<file path="src/sv/csr_sparse_matvec_unit_assert.svh">
// ----------------------------------------------------------------------------
// CSR sparse matvec assertion macros
// Clocked property checks for the sparse matvec unit; compiled out when
// ASSERT_OFF is defined.
// ----------------------------------------------------------------------------
`ifndef CSR_SPARSE_MATVEC_UNIT_ASSERT_SVH
`define CSR_SPARSE_MATVEC_UNIT_ASSERT_SVH

`ifndef ASSERT_OFF

// Check a property on every rising edge outside reset
`define CSRMV_ASSERT(lbl, clk, rst, prop, msg) \
  lbl: assert property (@(posedge clk) disable iff (rst) prop) else $error(msg);

// Check a property on every rising edge, reset included
`define CSRMV_ASSERT_ALWAYS(lbl, clk, prop, msg) \
  lbl: assert property (@(posedge clk) prop) else $error(msg);

`else

`define CSRMV_ASSERT(lbl, clk, rst, prop, msg)
`define CSRMV_ASSERT_ALWAYS(lbl, clk, prop, msg)

`endif

`endif

</file>
<file path="src/sv/csrmv_ram.sv">
// ----------------------------------------------------------------------------
// CSR sparse matvec RAM
// Simple dual-port RAM: one write port, one read port, registered read data.
// ----------------------------------------------------------------------------
`timescale 1ns / 1ps
`default_nettype none

module csrmv_ram #(
  parameter int WIDTH = 32,
  parameter int DEPTH = 64,
  localparam int AW = (DEPTH > 1) ? $clog2(DEPTH) : 1
) (
  input  wire logic             clk,
  input  wire logic             we,
  input  wire logic [AW-1:0]    waddr,
  input  wire logic [WIDTH-1:0] wdata,
  input  wire logic [AW-1:0]    raddr,
  output logic      [WIDTH-1:0] rdata
);

  logic [WIDTH-1:0] mem [DEPTH];

  // Write and read; read data is registered
  always_ff @(posedge clk) begin
    if (we) begin
      mem[waddr] <= wdata;
    end
    rdata <= mem[raddr];
  end

endmodule

`default_nettype wire

</file>
<file path="config.mk">
export PLATFORM = sky130hd
export DESIGN_NAME = csrmv_ram
export DESIGN_NICKNAME = d
export VERILOG_FILES = /design/src/sv/csr_sparse_matvec_unit_assert.svh /design/src/sv/csrmv_ram.sv
export SDC_FILE = /design/constraint.sdc
export NUM_CORES = 2
export LEC_CHECK = 0
export BUFFER_PORTS_ARGS = -buffer_cell sky130_fd_sc_hd__buf_4
export CORE_UTILIZATION = 57
export DETAILED_ROUTE_END_ITERATION = 16
export PLACE_DENSITY = 0.74
export SETUP_SLACK_MARGIN = 0.05
export SLEW_MARGIN = 0
export SYNTH_ARGS = -nofsm -noshare
export SYNTH_HDL_FRONTEND = slang
export SYNTH_SLANG_ARGS = --single-unit
</file>
<file path="constraint.sdc">
create_clock -name clk -period 3.6 [get_ports clk]
set_input_delay 0.72 -clock clk [delete_from_list [all_inputs] [get_ports clk]]
set_output_delay 0.72 -clock clk [all_outputs]
set_load 0.005 [all_outputs]
</file>
[Word-level counts from Yosys, hierarchy flattened]
Memory sizes are Yosys's and may differ from the RTL's. A register that Yosys moved wholly into a read port is not among the register bits.
Cells that the tools add are included.
Word-level totals
  bits in writable memories: 2048
  word-level logic and storage cells: 3
  register bits after elaboration: 0
  memories: 1
Operators by class
  muxes and demuxes: 2
Memory list
  mem: words 64, width 32, read ports 1, clocked after memory_dff 1, write ports 1, RTL line csrmv_ram.sv:21  | logic [WIDTH-1:0] mem [DEPTH];
Operator list (count)
  $mux W1: 2

[Depth between registers and ports, before layout]
  word-level depth: 2
  depth in mapped cells: 10
  mapped depth without buffers: 5

[Worst setup path before layout]
OpenSTA, ideal clock, no wires.
  path kind: input to register
  from: input waddr[3]
  to: memory mem[48][0], enable pin
  arrival: 3419 ps
  setup time: 461 ps
  stages: 4
  setup slack: -280 ps
  cell sequence: clkbuf_1 nor2b_1 nand4b_1 nor3_1
RTL lines
  from (decl): RTL line csrmv_ram.sv:15  | input wire logic [AW-1:0] waddr,
  to (decl): RTL line csrmv_ram.sv:21
No word-level cell before the write port.

==> flow_metrics.py <==
metrics = {
    "synthesis": {
        "synth-async-reset-ratio": 0,
        "muxShareOfSynthArea": 0.1679,
        "yosysWarnings": 0,
        "synth.largest_area_cell": "edfxtp_1",
        "synth_top_family_by_area": "multiplexers",
        "synthTopCellsByArea": "edfxtp_1 78%, mux4_2 16%, mux2i_1 1.2%",
        "ys_types": 34,
        "synth_xor_area_frac": 0,
        "avgSynthCellArea_um2": 23.62,
        "synth_compound_area_frac": 0.01673,
        "synth_fp_nets": 3370,
        "synth-edff-count": 2048,
        "syn-cell-area_um2": 78520,
        "ys.flop_type": "edfxtp_1",
        "ys_ff_latch": 2080,
        "syn_inst": 3324,
        "yosysSeqAreaShare": 0.7914,
        "synthAdderAreaFrac": 0,
        "synth_top_area_frac": 0.7833,
        "synthSimpleGateAreaFrac": 0.01265,
    },
    "detailed_routing": {
        "dr.pass1.iters": 8,
        "drcViolationCount": 0,
        "wl_per_cell_um": 34.84,
        "drt_iter0_markers": 5232,
        "drt.antenna.violating_nets": 0,
        "via_count": 38220,
        "via_per_inst": 6.829,
        "wl_mm": 195.0,
    },
    "sta": {
        "relSlewSlack": 0.2827,
        "hold_viol": 0,
        "max_freq_ghz": 0.3220,
        "fin_crit_ps": 3106,
        "hold-worst-slack_ps": 350.8,
        "finalMaxSlewViolations": 0,
        "clock_skew_ps": 20.50,
        "rsz0062_at_grt": "no",
        "tightest_slew_ps": 1076,
        "period_share": 0.8627,
        "setup_viol": 0,
    },
    "worst_setup_path": {
        "crit_path_max_fanout": 29,
        "critPathMaxStageDelay_ps": 830,
        "worstReg2RegStart": "mem[18][16]",
        "crit_chain": "buf_8, buf_12, buf_12, mux4_2, mux4_2, o22ai_1, nor2_1",
        "required_ps": 4240,
        "critical_path_class": "in -> reg",
        "reg2reg_to": "rdata[16]",
        "reg2reg_slack_ps": 1050,
        "critPathLaunch": "raddr[0]",
        "reg2reg_depth": 4,
        "crit_end": "rdata[16]",
        "slowest_stage": "o22ai_1",
        "endpoint_kind": "flop",
        "startpoint_type": "input port",
        "arrival_ps": 3750,
    },
    "cts": {
        "post_cts_resized": 0,
        "path_clk_slew_ps": 60,
        "cts_post_setup_buffers_inserted": 0,
        "cts_hold_buf": 0,
        "root_buffer": "clkbuf_16",
        "clk_latency_ps": 830,
        "cts_sinks": 2080,
        "clockBufferDepth": 3,
        "cts_buffers": 193,
        "cts-htree-levels": 4,
        "cts_tree": "built",
    },
    "floorplanning": {
        "initial_core_util": 0.5767,
        "die_width_um": 373.1,
        "io_pins": 78,
        "core.rowCount": 135,
        "core-area_um2": 136100,
        "fp.dieArea_um2": 139200,
        "die_h_um": 373.1,
    },
    "final_layout": {
        "fillerInstances": 8189,
        "final_util": 0.6601,
        "num-nets-final": 3686,
        "drive_gt1_frac": 0.3137,
        "syn2layout_area_growth_pct": 14.45,
    },
    "global_routing": {
        "grt_pass1_wl_mm": 276.4,
        "first_global_vias": 38330,
        "grt_max_degree": 65,
        "grt_remaining_overflow": 0,
        "grt.total_usage": 0.2830,
        "antenna_found_initial": 7,
    },
    "flow_run": {
        "cap_violations": 0,
    },
    "power": {
        "leakage_nw": 28.22,
        "p_per_area_nw_per_um2": 558.1,
        "ir_worst_vdd_uv": 525.1,
    },
    "min_path": {
        "hold_class": "in -> reg",
    },
    "place": {
        "io_buffers": 77,
        "gp_congestion": 0.8190,
        "dpl.hpwl_mm": 106.3,
    },
    "run_status": {
        "status": "complete, no violations",
    },
}
## worst max-delay path: cells and delay by family
kind	cells	cell delay [ps]
compound gates	1	830
buf+inv	3	940
mux	2	1050
simple gates	1	160
## cells in the final DEF (no fill, tap or decap), drive strengths merged, types with 2 or more instances in the layout
cell / synthesis / final
mux4: 544 / 544
nor3: 7 / 7
edfxtp: 2048 / 2048
o32ai: 4 / 4
a22oi: 12 / 12
or3b: 5 / 5
clkbuf: 74 / 256
nand3b: 5 / 5
nand3: 5 / 5
nor2b: 15 / 15
bufinv: 0 / 24
nor2: 137 / 137
nand2b: 8 / 8
a311oi: 8 / 8
mux2i: 93 / 93
or2: 3 / 3
nand4: 2 / 2
buf: 108 / 303
or3: 3 / 3
o22ai: 84 / 84
dfxtp: 32 / 32
clkinv: 0 / 63
diode: 0 / 9
and3: 4 / 4
o221ai: 27 / 27
and2: 2 / 2
a21oi: 62 / 62
clkinvlp: 0 / 7
nand2: 26 / 26
inv: 0 / 11
a41o: 4 / 4
## cell usage after synthesis (all sizes together), types with 15 or more instances
library cell / n
buf: 108
nor2b: 15
clkbuf: 74
o221ai: 27
nor2: 137
edfxtp: 2048
o22ai: 84
a21oi: 62
mux4: 544
mux2i: 93
dfxtp: 32
nand2: 26
## per-stage QoR
step	power, mW	cell area (um^2)	setup slack, ps	setup TNS [ps]	instances
2_1_floorplan	28.68	78530	228.1	0	3324
3_3_place_gp	29.90	83440	-272.4	-321.5	5226
3_5_place_dp	29.96	83440	-314.9	-381.5	5226
4_1_cts	50.37	89840	555.1	0	5587
5_1_grt	51.33	89840	224.9	0	5588
6_report	50.16	89860	494.3	0	5596
## where the power goes
group          internal (mW)  switching, mW
clock network           11.9           8.75
registers               26.8          0.123
logic                   1.02           1.52
## worst min path at each step
stage	slack [ps]	end	cells after the start	startpoint
finish	350	rdata[27]	3	raddr[4]
global route	340	mem[49][14]	2	waddr[2]
CTS	300	mem[49][3]	2	waddr[2]
detailed placement	720	rdata[4]	4	mem[13][4]
floorplan	660	rdata[17]	4	mem[12][17]
global placement	720	rdata[4]	4	mem[12][4]
## area by class of cell
class / count / area [um^2] / share of cell area
Timing Repair Buffer: 303 / 3089 / 0.03438
Antenna cell: 9 / 22.52 / 0.0002506
Sequential cell: 2080 / 62140 / 0.6915
Tap cell: 1781 / 2228 / 0.02480
Multi-Input combinational cell: 1062 / 15980 / 0.1778
Clock buffer: 256 / 5220 / 0.05809
Clock inverter: 105 / 1182 / 0.01316
## registers in the layout, indices dropped and copies added (netlist names)
name / cells
rdata: 32
mem: 2048
## cells by family after synthesis
logic type,after synthesis
compound gates,202
buf+inv,182
flops,2080
mux,637
simple gates,223
## routing by layer
metal  global-route usage  part of all wire  up-vias
met5                    0           0.00012        -
met4              0.09629             0.029        4
met3              0.06472              0.11      368
met2               0.4488              0.49     2518
met1               0.3936              0.37    20390
li1                     -                 -    14940
Power figures use the tool's default switching activity.
