`config.mk`:
```
export PLATFORM = sky130hd
export DESIGN_NAME = csrmv_mac
export DESIGN_NICKNAME = d
export VERILOG_FILES = /design/src/sv/csr_sparse_matvec_unit_assert.svh /design/src/sv/csrmv_pkg.sv /design/src/sv/csrmv_mac.sv
export SDC_FILE = /design/constraint.sdc
export NUM_CORES = 2
export LEC_CHECK = 0
export ABC_AREA = 0
export CAP_MARGIN = 25
export CORE_MARGIN = 5
export CORE_UTILIZATION = 35
export CTS_CLUSTER_SIZE = 25
export DETAILED_ROUTE_END_ITERATION = 8
export DONT_BUFFER_PORTS = 1
export HOLD_SLACK_MARGIN = 0.02
export PLACE_DENSITY = 0.59
export SYNTH_ARGS = -nofsm -noshare
export SYNTH_HDL_FRONTEND = slang
export SYNTH_SLANG_ARGS = --single-unit
export TNS_END_PERCENT = 5
```
`constraint.sdc`:
```
create_clock -name clk -period 19.31 [get_ports clk]
set_clock_uncertainty 0.2 [all_clocks]
set_input_delay 1.931 -clock clk [delete_from_list [all_inputs] [get_ports clk]]
set_output_delay 1.931 -clock clk [all_outputs]
set_load 0.01 [all_outputs]
```
`src/sv/csr_sparse_matvec_unit_assert.svh`:
```
// ----------------------------------------------------------------------------
// CSR sparse matvec assertion macros
// Clocked property checks for the sparse matvec unit; compiled out when
// ASSERT_OFF is defined.
// ----------------------------------------------------------------------------
`ifndef CSR_SPARSE_MATVEC_UNIT_ASSERT_SVH
`define CSR_SPARSE_MATVEC_UNIT_ASSERT_SVH

`ifndef ASSERT_OFF

// Check a property on every rising edge outside reset
`define CSRMV_ASSERT(lbl, clk, rst, prop, msg) \
  lbl: assert property (@(posedge clk) disable iff (rst) prop) else $error(msg);

// Check a property on every rising edge, reset included
`define CSRMV_ASSERT_ALWAYS(lbl, clk, prop, msg) \
  lbl: assert property (@(posedge clk) prop) else $error(msg);

`else

`define CSRMV_ASSERT(lbl, clk, rst, prop, msg)
`define CSRMV_ASSERT_ALWAYS(lbl, clk, prop, msg)

`endif

`endif

```
`src/sv/csrmv_pkg.sv`:
```
// ----------------------------------------------------------------------------
// CSR sparse matvec package
// Word types, command codes, Q16.16 constants and shared helpers.
// ----------------------------------------------------------------------------
`timescale 1ns / 1ps
`default_nettype none

package csrmv_pkg;

  // Default geometry
  localparam int DEF_ROWS    = 64;
  localparam int DEF_ENTRIES = 1024;

  // Field widths
  localparam int CMD_W = 3;
  localparam int ROW_W = 7;
  localparam int COL_W = 6;
  localparam int PTR_W = 11;
  localparam int VAL_W = 32;
  localparam int FRAC_W = 16;
  localparam int PROD_W = 2 * VAL_W;

  // Command codes
  localparam logic [CMD_W-1:0] CMD_SET_START = 3'd0;
  localparam logic [CMD_W-1:0] CMD_SET_ENTRY = 3'd1;
  localparam logic [CMD_W-1:0] CMD_ADD       = 3'd2;
  localparam logic [CMD_W-1:0] CMD_SET_VEC   = 3'd3;
  localparam logic [CMD_W-1:0] CMD_ROW       = 3'd4;

  // Q16.16 limits
  localparam logic [VAL_W-1:0] Q_MAX = 32'h7FFF_FFFF;
  localparam logic [VAL_W-1:0] Q_MIN = 32'h8000_0000;

  typedef struct packed {
    logic [CMD_W-1:0]        cmd;
    logic [ROW_W-1:0]        row;
    logic [COL_W-1:0]        col;
    logic [PTR_W-1:0]        entry;
    logic signed [VAL_W-1:0] value;
  } cmd_word_t;

  typedef struct packed {
    logic [COL_W-1:0]        out_row;
    logic signed [VAL_W-1:0] product;
    logic                    saturated;
  } result_word_t;

  // Control from the sequencer to the multiply-accumulate path
  typedef struct packed {
    logic clear;
    logic valid;
  } mac_ctl_t;

  // Status back from the multiply-accumulate path
  typedef struct packed {
    logic busy;
  } mac_sts_t;

  // Add two Q16.16 values, clip to the 32-bit range
  function automatic logic [VAL_W-1:0] sat_add32(input logic [VAL_W-1:0] a,
                                                 input logic [VAL_W-1:0] b);
    logic [VAL_W:0] sum;
    sum = {a[VAL_W-1], a} + {b[VAL_W-1], b};
    if (sum[VAL_W] != sum[VAL_W-1]) begin
      return sum[VAL_W] ? Q_MIN : Q_MAX;
    end
    return sum[VAL_W-1:0];
  endfunction

endpackage

`default_nettype wire

```
`src/sv/csrmv_mac.sv`:
```
// ----------------------------------------------------------------------------
// CSR sparse matvec multiply-accumulate
// Registered 32x32 multiply, full-width running sum, Q16.16 saturation.
// ----------------------------------------------------------------------------
`timescale 1ns / 1ps
`default_nettype none

module csrmv_mac #(
  parameter int ENTRIES = csrmv_pkg::DEF_ENTRIES
) (
  input  wire logic                                clk,
  input  wire logic                                rst,
  input  wire csrmv_pkg::mac_ctl_t                 ctl,
  input  wire logic signed [csrmv_pkg::VAL_W-1:0]  mult_a,
  input  wire logic signed [csrmv_pkg::VAL_W-1:0]  mult_b,
  output csrmv_pkg::mac_sts_t                      sts,
  output logic signed [csrmv_pkg::VAL_W-1:0]       product,
  output logic                                     saturated
);

  import csrmv_pkg::*;

  // Sum of up to ENTRIES full products without overflow
  localparam int ACC_W = PROD_W + $clog2(ENTRIES + 1);
  // Highest bit kept by the Q16.16 result
  localparam int TOP_B = VAL_W + FRAC_W - 1;

  logic signed [PROD_W-1:0] prod;
  logic                     prod_v;
  logic signed [ACC_W-1:0]  acc;
  logic                     ovf;

  // Register the product, then add it in
  always_ff @(posedge clk) begin
    if (rst) begin
      prod_v <= 1'b0;
    end else begin
      prod_v <= ctl.valid & ~ctl.clear;
    end
  end

  always_ff @(posedge clk) begin
    prod <= mult_a * mult_b;
    if (ctl.clear) begin
      acc <= '0;
    end else if (prod_v) begin
      acc <= acc + ACC_W'(prod);
    end
  end

  // Clip when the bits above the kept window are not a plain sign extension
  assign ovf = !((&acc[ACC_W-1:TOP_B]) || !(|acc[ACC_W-1:TOP_B]));

  always_comb begin
    if (ovf) begin
      product = acc[ACC_W-1] ? Q_MIN : Q_MAX;
    end else begin
      product = acc[TOP_B:FRAC_W];
    end
  end

  assign saturated = ovf;
  assign sts.busy  = prod_v;

endmodule

`default_nettype wire

```
; ---- After elaboration in Yosys (flattened, before gate mapping)
; Cells that the tools add are included.
[classes]
n_addsub = 1
n_mul = 1
mux = 2
bitwise_logic = 2
reduce_logical = 5
[ops]
columns = op, n
row1 = 75-bit by 64-bit adder with 75-bit output, 1
row2 = 32-bit by 32-bit multiplier with 64-bit output, 1
row3 = 32-bit 2-to-1 mux, 2
row4 = 28-bit AND reduction, 1
row5 = 28-bit OR reduction, 1
row6 = 1-bit logical NOT, 2
row7 = 1-bit bitwise AND, 1
row8 = 1-bit logical OR, 1
row9 = 1-bit NOT, 1
[word_totals]
register_bits = 140
inputBits = 68

; ---- Logic depth before layout (Yosys ltp)
[logic_depth]
ltp_word = 4
mapped_depth = 29

; ---- Least setup slack after synthesis
; Ideal clock, no wire load.
[synth_timing]
kind = in2reg
from = in mult_a[31] (netlist bit)
to = reg prod[63]
setup_time_ps = 128
arrival_time_ps = 9137
required_ps = 18982
path_slack_ps = 9845
path_stages = 24
path_buffers = 1
cell_sequence = clkbuf_1 -> nand2_1 -> inv_1 -> fa_1 -> inv_1 -> fa_1 -> inv_1 -> fa_1 -> fa_1 -> inv_1 -> fa_1 -> inv_1 -> fa_1 -> fa_1 -> fa_1 -> ha_1 -> a2111oi_0 -> a21oi_1 -> a31oi_1 -> o41ai_4 -> a221oi_2 -> o21ai_1 -> mux2i_1 -> nand4_1
[synth_via]
elab_chain_cells = 1
[synth_rtl]
columns = element, line_no
row1 = "start, declared", csrmv_mac.sv:14  ; input wire logic signed [csrmv_pkg::VAL_W-1:0] mult_a,
row2 = 32-bit by 32-bit multiplier with 64-bit output, csrmv_mac.sv:43  ; prod <= mult_a * mult_b;
row3 = "end signal, assigned", csrmv_mac.sv:43
row4 = "end, declared", csrmv_mac.sv:28  ; logic signed [PROD_W-1:0] prod;
; Every way passes these cells.
; A chain may end at the register's enable or synchronous reset.

; ---- Worst setup path after layout
[layout_timing]
from = in mult_b[2] (netlist bit)
to = reg prod[63]
[layout_via]
elab_chain_cells = 1
[layout_rtl]
columns = element, line_no
row1 = "start, declared", csrmv_mac.sv:15  ; input wire logic signed [csrmv_pkg::VAL_W-1:0] mult_b,
row2 = 32-bit by 32-bit multiplier with 64-bit output, csrmv_mac.sv:43
; Every way passes these cells.

==> flow_metrics.tcl <==
set metrics [dict create \
    path_class "input port to flip-flop" \
    yosysMostFrequentCell "fa_1" \
    min_path_cells 2 \
    setup_viol 0 \
    first_global_vias 36500 \
    cts_buffers 17 \
    insertion_delay_ns 0.45 \
    synth_warnings 0 \
    yosys-top-cells-area "fa_1 (48%), inv_1 (8.6%), and2_1 (7.3%)" \
    max_freq_mhz 105 \
    worst_pin_slew_ns 1.01 \
    ys_top_cells_by_count "fa_1 (1083), inv_1 (1043), nand2_1 (625), and2_1 (526), clkbuf_1 (261)" \
    slew_violations 0 \
    reg2reg_slack_ns 15.28 \
    clk_pin_slew_ns 0.06 \
    path_delay_family "adder cells" \
    synthesis.area_sq_um 45300 \
    drtAntennaViolNets 0 \
    fin_crit_sh_pct 49.5 \
    cp.depth 21 \
    post_cts_buffers 0 \
    cpPeakStageDelay_ns 1.05 \
    start_kind "input port" \
    regToRegStartpoint "acc[0]$_SDFFE_PP0P_" \
    layout-drive-gt1-share_pct 1.41 \
    drv_cap 0 \
    fin_crit_ns 9.57 \
    die_area_sq_um 137000 \
    fin_nets 6210 \
    final_hold_viol_count 0 \
    dr_total_vias 33000 \
    holdPathEnd "acc[4]$_SDFFE_PP0P_" \
    first_pass_iters 6 \
    synth_cells 5041 \
    grtUsageTotal_pct 19.3 \
    synth_top_area_share_pct 47.9 \
    grt_overflow 0 \
    drc_errors 0 \
    htree_levels 4 \
    reg2regPathDepth 13 \
    cts-hold-fix-buffers 0 \
    slew_headroom_pct 31.6 \
    synth_fp_nets 6450 \
    antenna_found_initial 3 \
    finalSetupTns_ns 0 \
    die_y_um 370 \
    finalWeightedCongestion 0.882 \
    start_util_pct 35.1 \
    grt_pass1_wl_um 208000 \
    reg2reg_to "acc[74]$_SDFFE_PP0P_" \
    ys.flop_type "dfxtp_1" \
    rsz0062_at_grt "no" \
    slowest_stage "fa_1" \
    cts_sinks 140 \
    crit_top_cell "fa_1" \
    clock-root-buffer "clkbuf_16" \
    worstHoldStart "acc[4]$_SDFFE_PP0P_" \
    io_pins 102 \
    core_sq_um 129000 \
    ys_types 80 \
    critPathRequiredTime_ns 19.43 \
    synth_edf_count 0 \
    core.rowCount 132 \
    synthArstFlopShare_pct 0 \
    cts_tree "yes" \
    cts_resized 0 \
    crit_arrival_ns 9.69 \
    syn2layout_area_growth_pct 4.06 \
    drt-initial-drc-count 1945 \
    status "completed" \
    wire_per_inst_um 19.5 \
    synth.largest_area_cell "fa_1" \
    clk_path_buf_depth 2 \
    yosysSeqAreaShare_pct 6.19 \
    dp_hpwl_um 102000 \
    hold_path_class "flip-flop to flip-flop" \
    io_buffer_count 0 \
    path_buf_inv 3 \
    viasPerCell 5.04 \
    critPathCaptureType "flip-flop" \
    drt-total-wl_um 128000 \
    syn_area_per_cell_sq_um 8.99 \
    crit_chain "nand2_1 > inv_1 > fa_1 > fa_1 > fa_1 > fa_1 > inv_1 > fa_1 > inv_1 > fa_1 > fa_1 > fa_1 > ha_1 > a2111oi_0 > a21oi_1 > a31oi_1 > o41ai_4 > a221oi_2 > o21ai_1 > mux2i_1 > nand4_1" \
    fp.dieW_um 370 \
    yosys_register_bits 140 \
    grt_start_max_net_pins 68 \
    crit_fanout 32 \
]
-- worst max path at each step --
stage | slack [ns] | from | end
CTS | 9.73 | mult_b[2] | prod[63]$_DFF_P_
floorplan | 9.84 | mult_a[31] | prod[63]$_DFF_P_
global route | 9.36 | mult_b[2] | prod[62]$_DFF_P_
finish | 9.74 | mult_b[2] | prod[63]$_DFF_P_
global placement | 9.32 | mult_b[2] | prod[63]$_DFF_P_
detailed placement | 9.24 | mult_b[2] | prod[63]$_DFF_P_
-- worst register-to-register path, delay by kind of cell, from the launching register on --
family | cells | cell delay (ns)
AND/OR/NAND/NOR | 1 | 0.17
multiplexers | 2 | 0.59
buffers and inverters | 1 | 0.07
adder cells (fa/ha/maj) | 2 | 0.62
AO/OA/AOI/OAI | 7 | 1.97
flip-flops | 1 | 0.33
-- per-stage QoR --
step                      utilization [%]  instances  area (sq um)  setup slack [ns]  hold slack (ns)
final                                36.5       6557         47100              9.74            0.268
after global placement               36.1       6523         46500              9.32            0.253
after floorplan                         -       5041         45300              9.84            0.245
after CTS                            36.5       6556         47100              9.73            0.267
after global routing                 36.5       6556         47100              9.36            0.302
after detailed placement             36.1       6524         46500              9.24            0.259
-- flip-flops by register name (all words and copies together) (netlist names) --
register / flops
prod: 64
acc: 75
sts: 1
-- layer usage --
metal  share of wire [%]  routed length (um)  global-route usage (%)  vias to the layer above
met3                 6.6                8420                    3.42                      152
met4                 1.7                2170                    3.70                        0
met1                  45               57700                    26.7                    17100
met2                  47               59400                    31.9                     1009
met5                   0                   0                       0                        -
li1                    -                   -                       -                    14700
-- layout make-up --
cell class	instances	area [sq um]
clock inverters	15	171
repair buffers	8	57.6
fillers	13200	81800
clock buffers	17	425
diodes	1	2.50
multi-input cells	3591	37600
well taps	1742	2180
flip-flops and latches	140	2800
inverters	1043	3920
-- kinds of logic after synthesis --
kind of cell	after synthesis	synth area share, %
multiplexers	36	0.806
AND/OR/NAND/NOR	1521	16.7
XOR/XNOR	128	2.47
buffers and inverters	1310	10.9
flip-flops	140	6.19
adder cells (fa/ha/maj)	1341	55.0
AO/OA/AOI/OAI	565	7.95
-- layout by cell type (no fill, tap or decap), types with 5 or more instances in the layout --
master / instances
nor2_1: 129
nand2b_1: 17
a21o_1: 67
nand2_1: 625
and2_1: 526
clkbuf_16: 17
ha_1: 258
or3_1: 7
inv_6: 6
o31ai_1: 6
inv_1: 1043
a21oi_1: 176
o211ai_1: 19
o21a_1: 16
nand3_1: 52
mux2i_1: 32
o21ai_0: 133
a211oi_1: 19
dfxtp_1: 139
a211o_1: 6
xnor2_1: 76
nor3_1: 23
fa_1: 1083
o22ai_1: 8
and3_1: 25
xor2_1: 52
o2111ai_1: 5
nor2b_1: 46
a31o_2: 5
buf_4: 7
nand4_1: 32
nor4_1: 14
a31oi_1: 24
o21bai_1: 19
Power is not shown: default switching activity piles up to over one toggle a cycle in this logic, so the estimate is an artifact.
